[src/sv/crm_pkg.sv]
package crm_pkg;

    // storage sizes, both powers of two
    localparam int unsigned ROM_DEPTH = 524288;
    localparam int unsigned RAM_DEPTH = 8192;
    localparam int unsigned ROM_AW    = $clog2(ROM_DEPTH);
    localparam int unsigned RAM_AW    = $clog2(RAM_DEPTH);

    // decoupling queue between decode and memory access
    localparam int unsigned Q_DEPTH = 4;
    localparam int unsigned Q_AW    = $clog2(Q_DEPTH);

    // operation codes
    localparam logic [1:0] OP_READ  = 2'd0;
    localparam logic [1:0] OP_WRITE = 2'd1;
    localparam logic [1:0] OP_LOAD  = 2'd2;

    // mapping modes
    localparam logic [1:0] MODE_NONE = 2'd0;
    localparam logic [1:0] MODE_LOW  = 2'd1;
    localparam logic [1:0] MODE_HIGH = 2'd2;

    // status codes
    localparam logic [1:0] STAT_OK       = 2'd0;
    localparam logic [1:0] STAT_UNMAPPED = 2'd1;
    localparam logic [1:0] STAT_NOCART   = 2'd2;

    // register indexes
    localparam logic [1:0] REG_MAP_MODE    = 2'd0;
    localparam logic [1:0] REG_ROM_LOG2    = 2'd1;
    localparam logic [1:0] REG_RAM_LOG2    = 2'd2;
    localparam logic [1:0] REG_RAM_PRESENT = 2'd3;

    typedef enum logic [2:0] {
        ACC_FIXED,
        ACC_RAM_RD,
        ACC_RAM_WR,
        ACC_ROM_RD,
        ACC_ROM_WR
    } t_acc;

    typedef enum logic [1:0] {
        SRC_FIXED,
        SRC_RAM,
        SRC_ROM
    } t_src;

    typedef enum logic {
        BS_CLEAR,
        BS_RUN
    } t_bstate;

    typedef struct packed {
        logic [1:0] map_mode;
        logic [4:0] rom_size_log2;
        logic [4:0] ram_size_log2;
        logic       ram_present;
    } t_cfg;

    typedef struct packed {
        t_acc              kind;
        logic [RAM_AW-1:0] ram_idx;
        logic [ROM_AW-1:0] rom_idx;
        logic [7:0]        data;
        logic [1:0]        status;
    } t_entry;

endpackage

[src/sv/crm_front.sv]
module crm_front
    import crm_pkg::*;
(
    input  logic       i_in_valid,
    input  logic [1:0] i_operation,
    input  logic [7:0] i_bank,
    input  logic [15:0] i_address,
    input  logic [7:0] i_write_data,
    input  logic [7:0] i_open_bus_value,
    input  t_cfg       i_cfg,
    input  logic       i_q_full,
    input  logic       i_busy,
    output logic       o_in_stall,
    output logic       o_push,
    output t_entry     o_entry
);

    logic              mapped;
    logic              low_ram;
    logic              high_ram;
    logic              ram_hit;
    logic              rom_hit;
    logic              load_ok;
    logic [18:0]       ram_full;
    logic [21:0]       rom_full;
    logic [23:0]       load_off;
    logic [RAM_AW-1:0] ram_mask;
    logic [ROM_AW-1:0] rom_mask;
    logic [RAM_AW-1:0] ram_idx;
    logic [ROM_AW-1:0] rom_idx;

    assign o_in_stall = i_q_full | i_busy;
    assign o_push     = i_in_valid & ~o_in_stall;

    always_comb begin
        mapped   = (i_cfg.map_mode == MODE_LOW) || (i_cfg.map_mode == MODE_HIGH);

        // save ram windows
        low_ram  = i_cfg.ram_present && (i_cfg.map_mode == MODE_LOW) && !i_address[15]
                   && (((i_bank >= 8'h70) && (i_bank < 8'h7e)) || (i_bank >= 8'hf0));
        high_ram = i_cfg.ram_present && (i_cfg.map_mode == MODE_HIGH) && !i_bank[6]
                   && (i_address[15:13] == 3'b011);
        ram_hit  = low_ram | high_ram;

        // rom reached unless lower half of banks 00-3f (bit 7 ignored)
        rom_hit  = i_address[15] | i_bank[6];

        ram_full = (i_cfg.map_mode == MODE_LOW) ? {i_bank[3:0], i_address[14:0]}
                                                : {i_bank[5:0], i_address[12:0]};
        rom_full = (i_cfg.map_mode == MODE_LOW) ? {i_bank[6:0], i_address[14:0]}
                                                : {i_bank[5:0], i_address};

        ram_mask = ~({RAM_AW{1'b1}} << i_cfg.ram_size_log2);
        rom_mask = ~({ROM_AW{1'b1}} << i_cfg.rom_size_log2);
        ram_idx  = ram_full[RAM_AW-1:0] & ram_mask;
        rom_idx  = rom_full[ROM_AW-1:0] & rom_mask;

        load_off = {i_bank, i_address};
        load_ok  = (load_off >> ROM_AW) == 24'd0;
    end

    always_comb begin
        o_entry         = '0;
        o_entry.kind    = ACC_FIXED;
        o_entry.ram_idx = ram_idx;
        o_entry.rom_idx = rom_idx;
        o_entry.status  = STAT_OK;
        unique case (i_operation)
            OP_READ: begin
                priority if (!mapped) begin
                    o_entry.data   = i_open_bus_value;
                    o_entry.status = STAT_NOCART;
                end else if (ram_hit) begin
                    o_entry.kind = ACC_RAM_RD;
                end else if (rom_hit) begin
                    o_entry.kind = ACC_ROM_RD;
                end else begin
                    o_entry.data   = i_open_bus_value;
                    o_entry.status = STAT_UNMAPPED;
                end
            end
            OP_WRITE: begin
                priority if (!mapped) begin
                    o_entry.status = STAT_NOCART;
                end else if (ram_hit) begin
                    o_entry.kind = ACC_RAM_WR;
                    o_entry.data = i_write_data;
                end else begin
                    o_entry.status = STAT_UNMAPPED;
                end
            end
            OP_LOAD: begin
                if (load_ok) begin
                    o_entry.kind    = ACC_ROM_WR;
                    o_entry.rom_idx = load_off[ROM_AW-1:0];
                    o_entry.data    = i_write_data;
                end else begin
                    o_entry.status = STAT_UNMAPPED;
                end
            end
            default: begin
                o_entry.status = STAT_UNMAPPED;
            end
        endcase
    end

endmodule

[config.mk]
export PLATFORM = sky130hd
export DESIGN_NAME = crm_front
export DESIGN_NICKNAME = d
export VERILOG_FILES = /design/src/sv/crm_pkg.sv /design/src/sv/crm_front.sv
export SDC_FILE = /design/constraint.sdc
export NUM_CORES = 1
export LEC_CHECK = 0
export BUFFER_PORTS_ARGS = -buffer_cell sky130_fd_sc_hd__buf_4
export CAP_MARGIN = 10
export CELL_PAD_IN_SITES_DETAIL_PLACEMENT = 0
export CELL_PAD_IN_SITES_GLOBAL_PLACEMENT = 1
export CORE_ASPECT_RATIO = 1.5
export CORE_MARGIN = 2
export CORE_UTILIZATION = 21
export DETAILED_ROUTE_END_ITERATION = 10
export PLACE_DENSITY = 0.95
export SLEW_MARGIN = 25
export SYNTH_ARGS = -nofsm -noshare
export SYNTH_HDL_FRONTEND = slang
export SYNTH_SLANG_ARGS = --single-unit
[constraint.sdc]
create_clock -name vclk -period 1.9
set_input_delay 0 -clock vclk [all_inputs]
set_output_delay 0 -clock vclk [all_outputs]
set_load 0.02 [all_outputs]
# After elaboration in Yosys (flattened, before gate mapping)
# Cells that the tools add are included.
[totals]
output_inout_bits = 47
ff_bits = 0
input_bits = 58
[op_classes]
eq_ne = 5
bitwise_logic = 9
n_mux = 20
n_shift = 2
n_lt_le_gt_ge = 3
n_reduce_logical = 13
[op_table]
columns = ["cell", "n"]
rows = [
  ["$mux 19", 2],
  ["$mux 10", 3],
  ["$mux 27", 1],
  ["$logic_not 24->1", 1],
  ["$pmux 8 s3", 1],
  ["$and 19x19->19", 1],
  ["$not 19->19", 1],
  ["$shl 19x5->19 const A", 1],
  ["$mux 8", 2],
  ["$and 13x13->13", 1],
  ["$not 13->13", 1],
  ["$shl 13x5->13 const A", 1],
  ["$mux 2", 6],
  ["$pmux 3 s3", 1],
  ["$ge 8x7->1 const B", 1],
  ["$ge 8x8->1 const B", 1],
  ["$lt 8x7->1 const B", 1],
  ["$logic_and 1x1->1", 7],
  ["$pmux 2 s3", 1],
  ["$eq 2x1->1 const B", 2],
  ["$eq 2x2->1 const B", 2],
  ["$eq 3x2->1 const B", 1],
  ["$mux 3", 1],
  ["$or 1x1->1", 3],
  ["other kinds (6)", 9],
]

# Longest topological paths before layout
[logic_depth]
ltp_word = 8
depth_mapped = 6
depth_no_buf = 6

# Least setup slack after synthesis
# No wires, ideal clock.
[synth_path]
kind = "input to output"
startpoint = "input port i_bank[5]"
endpoint = "output port o_entry[11] (netlist name)"
slack_ns = 0.650
t_arrival_ns = 1.250
cell_stages = 4
path_buffers = 1
required_time_ns = 1.900
path_cell_list = "nor4_4 > a41oi_1 > clkbuf_1 > a21boi_0"
[synth_rtl]
columns = ["element", "line_no", "rtl"]
rows = [
  ["start, declared", "crm_front.sv:6", "input logic [7:0] i_bank,"],
  ["end, declared", "crm_front.sv:15", "output t_entry o_entry"],
]

==> results.cfg <==
[run_status]
outcome = finished clean

[power_and_ir_drop]
switchingPower_w = 0.000213
power.sequential.fraction_pct = 0
power_leakage_nw = 0.827
power_density_nw_per_um2 = 260
clock_power_share_pct = 0
pwr-share-comb_pct = 100.0
ir_worst_vdd_v = 0.000110
cellInternalPower_w = 0.000208
power.total_w = 0.000421
share_of_total_power_consumed_by_net_switching_pct = 50.7

[synth]
mean_cell_area_of_the_mapped_netlist_sq_um = 6.55
mappedNetlistArea_sq_um = 806
yosysSeqAreaShare_pct = 0
syn_nets = 183
synthCells = 123
synthDistinctLibCells = 36
synth_warnings = 0

[floorplanning]
die_footprint_sq_um = 4360
die_w_microns = 54.6
io_pins = 105
design.core.area_sq_um = 3680
placement_rows = 27
die_h_microns = 79.9
start_util_pct = 21.9

[clocking]
cts_post_setup_buffers_inserted = 0
postCtsResizedCells = 0
post_cts_hold_buffer_count = 0

[worst_setup_path]
crit_path_max_fanout = 8
worst_ep_required_time_ps = 1900
timing.critical_path.from_type = input pin
setup.worst_path.end_class = output pin
worst_path_largest_cell_delay_ps = 340
worstPathArrival_ps = 1390
timing.setup.critical_path_class = in -> out
cp_common_cell = buf_4
crit_slowest_cell = ha_1
critical_path.cell_chain = buf_4, inv_1, ha_1, nor2_1, o2111ai_1, o21ai_2, a22o_1, buf_4

[placed_design]
gp_congestion = 0.752
post-place-cells = 263
hpwlAfterDp_microns = 3170
port_buffers = 105

[sta]
final_report_max_slew_violation_count = 0
layout_min_cycle_time_ps = 1390
timing.final.crit_share_pct = 72.9
max_clock_freq_mhz = 722
setup_viol_count_final = 0
finalHoldViolations = 0
worst_slew_pin_slew_ps = 439
unrepaired_setup_endpoints_after_global_routing = no
timing.slew.headroom_pct = 70.4
totalNegativeSetupSlack_ps = 0

[route]
wire_per_inst_microns = 13.6
drt-vias-per-instance = 5.15
via_count = 1354
drt_iter0_markers = 9
highest_layer = met3
route.antenna.remaining_nets = 0
route.met3.wl_microns = 481
met1Wirelength_microns = 1200
met2_wirelength_from_detailed_routing_microns = 1900
drt_wirelength_microns = 3580
remaining_drc_errors = 0
firstDrtPassIters = 2

[layout]
num-clock-buffers = 0
final_layout_size_suffix_gt1_share_pct = 50.9
fill_cells = 402
multiInputGateArea_sq_um = 733
fin_nets = 282
antenna_diode_count = 0
layoutNonFillerInstCount = 263
sequential_cells = 0
register_area_sq_um = 0
synthToLayoutAreaGrowth_pct = 101

[global_routing]
antenna_found_initial = 0
grt_max_degree = 14
grt-ovfl-total = 0
grt_util_all_layers_pct = 15.6
grt_pass1_wl_microns = 5420
first_global_vias = 1285

[min_path]
hold_class = in -> out

[flow_run]
drv_cap = 0
## stage by stage
step / area (sq um) / hold slack [ps] / setup slack, ps / util [%]
after floorplan: 806 / 89.5 / 650 / -
after global placement: 1620 / 311 / 505 / 44.0
after detailed placement: 1620 / 313 / 498 / 44.0
after CTS: 1620 / 313 / 497 / 44.0
after global routing: 1620 / 323 / 400 / 44.0
final: 1620 / 314 / 515 / 44.0
## layer usage
metal / up-vias / track usage, %
met5: - / 0
li1: 665 / -
met2: 89 / 32.7
met4: 0 / 0
met1: 600 / 15.9
met3: 0 / 2.25
## cell usage after synthesis, types with 2 or more instances
cell / instances / area [sq um]
nor2_1: 9 / 33.8
nor2b_1: 8 / 50.1
a21o_1: 2 / 15.0
o31a_1: 2 / 17.5
clkbuf_1: 8 / 30.0
a32o_1: 2 / 20.0
nand2_1: 7 / 26.3
o21a_1: 4 / 30.0
nor4_1: 2 / 12.5
a21oi_1: 3 / 15.0
o21ai_0: 8 / 40.0
o31ai_1: 2 / 15.0
a41oi_1: 2 / 17.5
ha_1: 2 / 25.0
a22o_1: 9 / 78.8
inv_1: 10 / 37.5
a21boi_0: 19 / 143
nor3_1: 4 / 20.0
nand3_1: 3 / 15.0
## critical path, delay by kind of cell
kind	cells	cell delay, ps
AO/OA/AOI/OAI	3	650
buffers and inverters	3	240
AND/OR/NAND/NOR	1	150
adder cells (fa/ha/maj)	1	340
## kinds of logic (layout without fill, tap and decap cells)
kind of cell    Yosys count  count (layout)  share of synthesized area (%)
compound gates           60              60                           56.7
fa+ha+maj                 2               2                           3.11
buf+inv                  19             116                           9.01
simple gates             42              42                           31.2
## path summary, 6_finish.rpt
path                     startpoint          end  cells after the start  slack (ps)
worst max-delay path      i_cfg[11]   o_entry[6]                      8         510
worst min-delay path  i_address[12]  o_entry[41]                      3         310
## power by group through the flow
| stage | clock (W) | sequential (W) | combinational (W) |
|---|---|---|---|
| 2_1_floorplan | 0 | 0 | 0.000201 |
| 3_3_place_gp | 0 | 0 | 0.000422 |
| 3_5_place_dp | 0 | 0 | 0.000424 |
| 4_1_cts | 0 | 0 | 0.000425 |
| 5_1_grt | 0 | 0 | 0.000457 |
| 6_report | 0 | 0 | 0.000421 |
## cells in the final DEF, fill, tap and decap left out, types with 2 or more instances in the layout
master / count
a21boi_0: 19
a21o_1: 2
a21oi_1: 3
a22o_1: 9
a32o_1: 2
a41oi_1: 2
buf_4: 106
ha_1: 2
inv_1: 10
nand2_1: 7
nand3_1: 3
nor2_1: 9
nor2b_1: 8
nor3_1: 4
nor4_1: 2
o21a_1: 4
o21ai_0: 8
o31a_1: 2
o31ai_1: 2
## final cells by class
cell class	instances	share of cell area, %
repair buffers	106	49.1
inverters	10	2.32
well taps	43	3.32
multi-input cells	104	45.3
Power figures use the tool's default switching activity.
