--- src/sv/crm_pkg.sv ---
package crm_pkg;

    // storage sizes, both powers of two
    localparam int unsigned ROM_DEPTH = 524288;
    localparam int unsigned RAM_DEPTH = 8192;
    localparam int unsigned ROM_AW    = $clog2(ROM_DEPTH);
    localparam int unsigned RAM_AW    = $clog2(RAM_DEPTH);

    // decoupling queue between decode and memory access
    localparam int unsigned Q_DEPTH = 4;
    localparam int unsigned Q_AW    = $clog2(Q_DEPTH);

    // operation codes
    localparam logic [1:0] OP_READ  = 2'd0;
    localparam logic [1:0] OP_WRITE = 2'd1;
    localparam logic [1:0] OP_LOAD  = 2'd2;

    // mapping modes
    localparam logic [1:0] MODE_NONE = 2'd0;
    localparam logic [1:0] MODE_LOW  = 2'd1;
    localparam logic [1:0] MODE_HIGH = 2'd2;

    // status codes
    localparam logic [1:0] STAT_OK       = 2'd0;
    localparam logic [1:0] STAT_UNMAPPED = 2'd1;
    localparam logic [1:0] STAT_NOCART   = 2'd2;

    // register indexes
    localparam logic [1:0] REG_MAP_MODE    = 2'd0;
    localparam logic [1:0] REG_ROM_LOG2    = 2'd1;
    localparam logic [1:0] REG_RAM_LOG2    = 2'd2;
    localparam logic [1:0] REG_RAM_PRESENT = 2'd3;

    typedef enum logic [2:0] {
        ACC_FIXED,
        ACC_RAM_RD,
        ACC_RAM_WR,
        ACC_ROM_RD,
        ACC_ROM_WR
    } t_acc;

    typedef enum logic [1:0] {
        SRC_FIXED,
        SRC_RAM,
        SRC_ROM
    } t_src;

    typedef enum logic {
        BS_CLEAR,
        BS_RUN
    } t_bstate;

    typedef struct packed {
        logic [1:0] map_mode;
        logic [4:0] rom_size_log2;
        logic [4:0] ram_size_log2;
        logic       ram_present;
    } t_cfg;

    typedef struct packed {
        t_acc              kind;
        logic [RAM_AW-1:0] ram_idx;
        logic [ROM_AW-1:0] rom_idx;
        logic [7:0]        data;
        logic [1:0]        status;
    } t_entry;

endpackage

--- src/sv/crm_fifo.sv ---
module crm_fifo
    import crm_pkg::*;
(
    input  logic   i_clk,
    input  logic   i_rst_n,
    input  logic   i_push,
    input  t_entry i_entry,
    input  logic   i_pop,
    output t_entry o_entry,
    output logic   o_valid,
    output logic   o_full
);

    t_entry          r_mem [Q_DEPTH];
    logic [Q_AW-1:0] r_wr_ptr;
    logic [Q_AW-1:0] r_rd_ptr;
    logic [Q_AW:0]   r_count;
    logic [Q_AW-1:0] n_wr_ptr;
    logic [Q_AW-1:0] n_rd_ptr;
    logic [Q_AW:0]   n_count;

    assign o_entry = r_mem[r_rd_ptr];
    assign o_valid = r_count != '0;
    assign o_full  = r_count == (Q_AW+1)'(Q_DEPTH);

    always_comb begin
        n_wr_ptr = i_push ? r_wr_ptr + 1'b1 : r_wr_ptr;
        n_rd_ptr = i_pop ? r_rd_ptr + 1'b1 : r_rd_ptr;
        n_count  = r_count + (Q_AW+1)'(i_push) - (Q_AW+1)'(i_pop);
    end

    always_ff @(posedge i_clk) begin
        if (!i_rst_n) begin
            r_wr_ptr <= '0;
            r_rd_ptr <= '0;
            r_count  <= '0;
        end else begin
            r_wr_ptr <= n_wr_ptr;
            r_rd_ptr <= n_rd_ptr;
            r_count  <= n_count;
        end
    end

    always_ff @(posedge i_clk) begin
        if (i_push) begin
            r_mem[r_wr_ptr] <= i_entry;
        end
    end

endmodule

--- config.mk ---
export PLATFORM = sky130hd
export DESIGN_NAME = crm_fifo
export DESIGN_NICKNAME = d
export VERILOG_FILES = /design/src/sv/crm_pkg.sv /design/src/sv/crm_fifo.sv
export SDC_FILE = /design/constraint.sdc
export NUM_CORES = 1
export LEC_CHECK = 0
export ABC_AREA = 1
export BUFFER_PORTS_ARGS = -buffer_cell sky130_fd_sc_hd__buf_4
export CORE_ASPECT_RATIO = 2
export CORE_MARGIN = 2
export CORE_UTILIZATION = 30
export CTS_BUF_LIST = sky130_fd_sc_hd__clkbuf_2
export CTS_CLUSTER_DIAMETER = 200
export DETAILED_ROUTE_END_ITERATION = 8
export PLACE_DENSITY = 0.54
export SYNTH_ARGS = -nofsm -noshare
export SYNTH_HDL_FRONTEND = slang
export SYNTH_SLANG_ARGS = --single-unit
--- constraint.sdc ---
create_clock -name i_clk -period 1.8 [get_ports i_clk]
set_input_delay 0.36 -clock i_clk [delete_from_list [all_inputs] [get_ports i_clk]]
set_output_delay 0.36 -clock i_clk [all_outputs]
set_load 0.01 [all_outputs]
# Yosys cells after proc, flatten, opt, wreduce, memory -nomap -nowiden
# Memory sizes are Yosys's and may differ from the RTL's. A register that Yosys moved wholly into a read port is not among the register bits.
# Cells that the tools add are included.
# totals
ff_bits	7
mem_bits_rw	180
in_bits	49
output_inout_bits	47
elab_cells	14
n_memories	1
# op_classes
n_addsub	4
eq_ne	1
mux	4
reduce_logical	1
# mem_list
name	words	word_bits	rd	rd_clocked_by_memory_dff	write_ports	line_no	source
r_mem	4	45	1	1	1	crm_fifo.sv:14	t_entry r_mem [Q_DEPTH];
# ops
op	n
$add 2x1->2 const B	2
$mux 2	2
$add 3x1->3	1
$eq 3x3->1 const B	1
$reduce_bool 3->1	1
$sub 3x1->3	1
$mux 1	2

# Longest topological paths before layout
# Gate-level depths: netlist of the first run.
# logic_depth
ltp_word	3
depth_mapped	8
mapped_depth_nobuf	8

# Least setup slack after synthesis of the first run
# No wires, ideal clock.
# synth_path
path_type	reg2reg
from	register r_wr_ptr[0]
to	memory r_mem[2][0] in the netlist's numbering, enable pin
arrival_time_ns	1.470
required_ns	1.401
setup_slack_ns	-0.070
stages_incl_launch_ff	5
period_less_slack_ns	1.870
path_cell_list	dfxtp_1 > inv_1 > ha_1 > nand2_1 > inv_1
# synth_rtl
item	line_no	source
start: declaration	crm_fifo.sv:15	logic [Q_AW-1:0] r_wr_ptr;
start signal: assignment	crm_fifo.sv:38	r_wr_ptr <= n_wr_ptr;
end: declaration	crm_fifo.sv:14	
# No word-level cell before the write port.

==> metrics, run 1 <==
run status complete, but fails checks; failing checks setup timing; final setup fails 46; Die Height 231 µm; grt ovf 0; CP Data Arrival Time 1950 ps; Max VDD drop 598 µV; antenna violations before repair 1; Tcrit/Tclk final 128%; clock sink count 189; Hold Vio Cnt, Final 0; Distinct cells, synth 15; slowest CP cell dfxtp_4; worst hold-check path type in2reg; Crit. End Element primary output; Util after Layout 41.3%; total die area 27200 µm²; first-pass GRT wire length 26.8 mm; Tmin final 2310 ps; cell area after synthesis 7760 µm²; Mapped Nets 636; critical path required time 1440 ps; routed len/inst 15.9 µm; # H-tree levels 4; Layout area overhead 36.1%; CP max FO 6; die width 118 µm; fin. max-slew vios 0; vias in the first global route 4916; R2R cell count 8; largest net degree at the start of global routing 46; actual slew at the worst max-slew pin 491 ps; unrepaired setup endpoints after global routing true; register area share after synthesis 72.0%; CP Buf/Inv Count 4; Initial DRC Count 191; worst slack, placed 153 ps; Clock Tree Root clkbuf_2; CTS Buf Count 17; Layout Skew 22.4 ps; clock buffer depth 2; routed vias/inst 4.37; TritonCTS clock tree done; effective utilization at floorplan 30.4%; slowest stage delay, CP 430 ps; leak pwr 4.04 nW; crit-path leading delay family buffers and inverters; Levels on crit path 6; core footprint 25500 µm²; FP Rows 83; synthesized flop and latch total 189; post-route ant nets 0; Total Wirelength 17.6 mm; crit start category flop; IO Pins 96; Rel. slew slack 67.3%; Worst-path clk slew 240 ps; worst skew pair latency 730 ps; detailed-route DRC error count 0; Port Buffers 95; fraction of layout cells with a size suffix above 1 34.7%; Hold Path Stages 2; setup ws final -507 ps; max-cap viol count 0; Max Clock Freq 0.433 GHz; Power Density 826 nW/µm²; CP cell instances buf_12 > buf_12 > buf_16 > o211ai_2 > nand2_1 > buf_6; DRT Pass-1 Iters 4; Synth Instances 580; routed via count 4838; crit path kind reg2out; Global Route Usage Sum 13.3%; Final HPWL DP 9.47 mm; Final GP Congestion 0.712; most frequent CP cell buf_12; nets@finish 811; Post-Syn Area per Cell 13.4 µm²; yosys warns 0; FILL cells 2409
==> worst register-to-register path, delay by kind of cell, from the launching register on <==
family / cells / cell delay (ps)
adder cells (fa/ha/maj): 3 / 820
AND/OR/NAND/NOR: 3 / 210
buffers and inverters: 2 / 80
flip-flops: 1 / 390
==> synth_stat cells <==
master / count / area [µm²]
ha_1: 6 / 75.1
a21oi_1: 51 / 255
o211ai_2: 45 / 563
nand2_1: 100 / 375
o21ai_0: 49 / 245
nor2_1: 2 / 7.51
clkbuf_1: 3 / 11.3
fa_1: 1 / 20.0
nand3_1: 2 / 10.0
dfxtp_1: 9 / 180
inv_1: 105 / 394
buf_6: 11 / 124
edfxtp_1: 180 / 5410
buf_2: 15 / 75.1
buf_8: 1 / 15.0
==> per-layer routing <==
| metal | vias to the layer above | wire length [µm] | global-route usage (%) |
|---|---|---|---|
| met2 | 81 | 10100 | 25.2 |
| met5 | - | 0 | 0 |
| met1 | 2373 | 6600 | 13.6 |
| met4 | 0 | 350 | 5.69 |
| li1 | 2367 | - | - |
| met3 | 17 | 575 | 3.47 |
==> sequential cells by signal, summed over array words and instances, names as in the netlist, named ones only <==
register  cells
r_rd_ptr      2
r_wr_ptr      2
r_mem       180
r_count       3
==> timing repair <==
action                                  in CTS  in global routing
setup buffers                                8                  0
pin swaps                                   32                 29
endpoints found under the setup margin      47                 47
hold buffers                                49                  0
gates cloned                                12                  4
hold endpoints to repair                   189                  0
resized for setup                          118                 39
==> where the power goes <==
| part | switching [mW] | internal, mW | leakage [nW] |
|---|---|---|---|
| clock network | 1.31 | 0.614 | 0.131 |
| registers | 0.0690 | 5.02 | 1.73 |
| logic | 0.840 | 0.857 | 2.18 |
==> final timing paths <==
kind	startpoint	endpoint	slack, ps
hold / removal	i_entry[32]	r_mem[1][32]	340
setup reg to reg	r_count[0]	r_count[2]	270
setup / recovery	flop	o_entry[10]	-510
hold reg to reg	r_rd_ptr[1]	flop	480
==> cells in the final DEF, fill, tap and decap left out, drive strengths merged <==
cell type	instances
edfxtp	180
a21oi	51
ha	6
fa	1
nor2	2
nand3	2
diode	1
o21ai	49
dlygate4sd3	49
buf	133
nand2	100
clkinv	8
o211ai	45
clkbuf	24
inv	102
bufinv	2
dfxtp	9
clkinvlp	4
==> per-stage QoR <==
step / power [mW] / setup TNS [ps] / cells / hold WS, ps / instance area (µm²)
6_report: 8.72 / -19920 / 1108 / 338 / 10600
5_1_grt: 9.16 / -31150 / 1108 / 164 / 10600
4_1_cts: 8.77 / -27720 / 1104 / 182 / 10300
3_5_place_dp: 6.37 / 0 / 1004 / 450 / 8940
3_3_place_gp: 6.35 / 0 / 1004 / 442 / 8940
2_1_floorplan: 5.80 / 0 / 580 / 436 / 7770
==> cells by family (layout without fill, tap and decap cells) <==
family          after synthesis  after routing  share of synthesized area [%]
flops                       189            189                           72.0
other cells                   0              1                              0
buf+inv                     135            322                           7.99
fa+ha+maj                     7              7                           1.23
simple gates                104            104                           5.07
compound gates              145            145                           13.7
==> layout make-up <==
class                      count  area [µm²]  area share (%)
antenna                        1        2.50          0.0237
clock buffer                  20         100           0.948
clock inverter                11         101           0.960
inverter                     105         405            3.84
multi-input combinational    256        1770            16.7
sequential                   189        5600            53.0
tap                          340         425            4.03
timing repair buffer         186        2160            20.4
Note: power is estimated with default switching activity, not from simulation.
==> run 2, diff against run 1 <==
CORE_MARGIN = 4   (was 2)
==> run 2 against run 1 <==
The run still ends with setup timing left; clock skew increased by 7.6 ps; fmax decreased by 1.4%; critical path depth unchanged; core utilization decreased by 0.87 points; global-route usage decreased by 0.55 points; sequential power about the same; clock-buffer cell count increased by 3; non-clock buffer count decreased by 3; critical path type unchanged; final area decreased by 2.1%; register-to-register slack got worse by 180 ps; worst hold slack got worse by 63 ps; highest routed layer unchanged; clock power increased by 19%; largest cell class unchanged.
==> metrics, run 2 (synthesis results as in run 1) <==
routed vias/inst 4.39; leak pwr 3.98 nW; Comb power frac 17.9%; # H-tree levels 4; setup ws final -540 ps; max-cap viol count 0; Layout Skew 30.0 ps; total die area 28600 µm²; setup slack, reg-to-reg 90 ps; actual slew at the worst max-slew pin 553 ps; FP Rows 83; P_int 6.74 mW; antenna violations before repair 1; core footprint 25500 µm²; CTS Buf Count 17; final setup fails 47; Final HPWL DP 9.16 mm; Clk pwr share 25.5%; Sw Pwr 2.24 mW; DRT Pass-1 Iters 4; detailed-route DRC error count 0; Final Total Pwr 8.98 mW; Final GP Congestion 0.701; post-route ant nets 0; Sum Neg Setup Slack -22910 ps; Max Clock Freq 0.427 GHz; crit start category flop; worst hold-check path type in2reg; most frequent cells in the layout edfxtp_1 (180), inv_1 (98), buf_4 (93), nand2_1 (92), dlygate4sd3_1 (49); largest net degree at the start of global routing 46; Hold Path Stages 2; fin. max-slew vios 0; first-pass GRT wire length 27.1 mm; run status complete, but fails checks; IO Pins 96; max FFs per register 180; clock buffer depth 2; routed via count 4853; Port Buffers 95; Max VDD drop 616 µV; Sequential Power Share 56.6%; vias in the first global route 4962; Initial DRC Count 169; count of non-filler cells in the finished layout 1106; unrepaired setup endpoints after global routing true; placed cell count 1001; CP max FO 11; sw frac 24.9%; Tmin final 2340 ps; Rel. slew slack 63.1%; effective utilization at floorplan 30.4%; most common cell after layout, fill and taps aside edfxtp_1; R2R cell count 9; Global Route Usage Sum 12.7%; Util after Layout 40.4%; Die Height 235 µm; CP Data Arrival Time 1980 ps; Tcrit/Tclk final 130%; die width 122 µm; Largest regs r_mem x180, r_count x3; routed len/inst 16.3 µm; RR Endpoint r_count[2]; FF-to-FF Start r_count[0]; Hold Vio Cnt, Final 0; Total Wirelength 18.1 mm; clock sink count 189; nets@finish 808; largest reg by FF count r_mem; crit path to o_entry[21]; failing checks setup timing; crit path kind reg2out; worst skew pair latency 800 ps; TritonCTS clock tree done; Power Density 870 nW/µm²; Hold WS 276 ps; Layout area overhead 33.2%; Crit. End Element primary output; Clock Tree Root clkbuf_2; Worst-path clk slew 250 ps; fraction of layout cells with a size suffix above 1 33.6%; grt ovf 0; critical path required time 1440 ps
-- run 2: layout make-up --
class	count	area (µm²)
Clock inverter	9	146
Timing Repair Buffer	183	1970
Antenna cell	1	2.50
Tap cell	340	425
Sequential cell	189	5600
Inverter	105	405
Multi-Input combinational cell	256	1670
Clock buffer	23	115
Fill cell	2468	15200
-- run 2: timing repair --
item / CTS / global route
buffers inserted: 9 / 1
hold endpoints to repair: 189 / 0
gates resized for setup: 60 / 44
gates cloned: 7 / 6
setup endpoints to repair: 47 / 47
pin swaps: 3 / 8
hold buffers: 49 / 0
-- run 2: through the flow --
stage	setup WS, ps	instance area (µm²)
after floorplan	0.447	7770
after global placement	140	8910
after detailed placement	117	8910
after CTS	-716	10100
after global routing	-786	10300
final	-540	10300
-- run 2: worst min path at each step --
stage,endpoint,slack [ps],start
detailed placement,flop,450,r_rd_ptr[1]
CTS,r_rd_ptr[0],120,i_pop
floorplan,flop,440,r_rd_ptr[1]
global route,r_mem[3][33],120,i_entry[33]
global placement,flop,450,r_rd_ptr[1]
finish,r_mem[0][20],280,i_entry[20]
-- run 2: routing by layer --
| metal | GRT usage [%] | up-vias | part of all wire (%) |
|---|---|---|---|
| li1 | - | 2359 | - |
| met1 | 13.4 | 2399 | 39 |
| met2 | 23.3 | 75 | 55 |
| met3 | 3.34 | 20 | 3.0 |
| met4 | 5.54 | 0 | 2.5 |
| met5 | 0 | - | 0 |
-- run 2: power by group through the flow --
stage | clock network [mW] | registers (mW) | logic, mW
2_1_floorplan | 0 | 5.16 | 0.633
3_3_place_gp | 0 | 5.18 | 1.16
3_5_place_dp | 0 | 5.19 | 1.17
4_1_cts | 2.42 | 5.08 | 1.52
5_1_grt | 2.58 | 5.11 | 1.75
6_report | 2.29 | 5.09 | 1.61
-- run 2: critical path, stage by stage, from the launching register on --
cell      delay (ps)
dfxtp_4          430
buf_12           180
buf_16           170
nand2_1           70
o211ai_2          60
nand2_1          120
buf_6            140
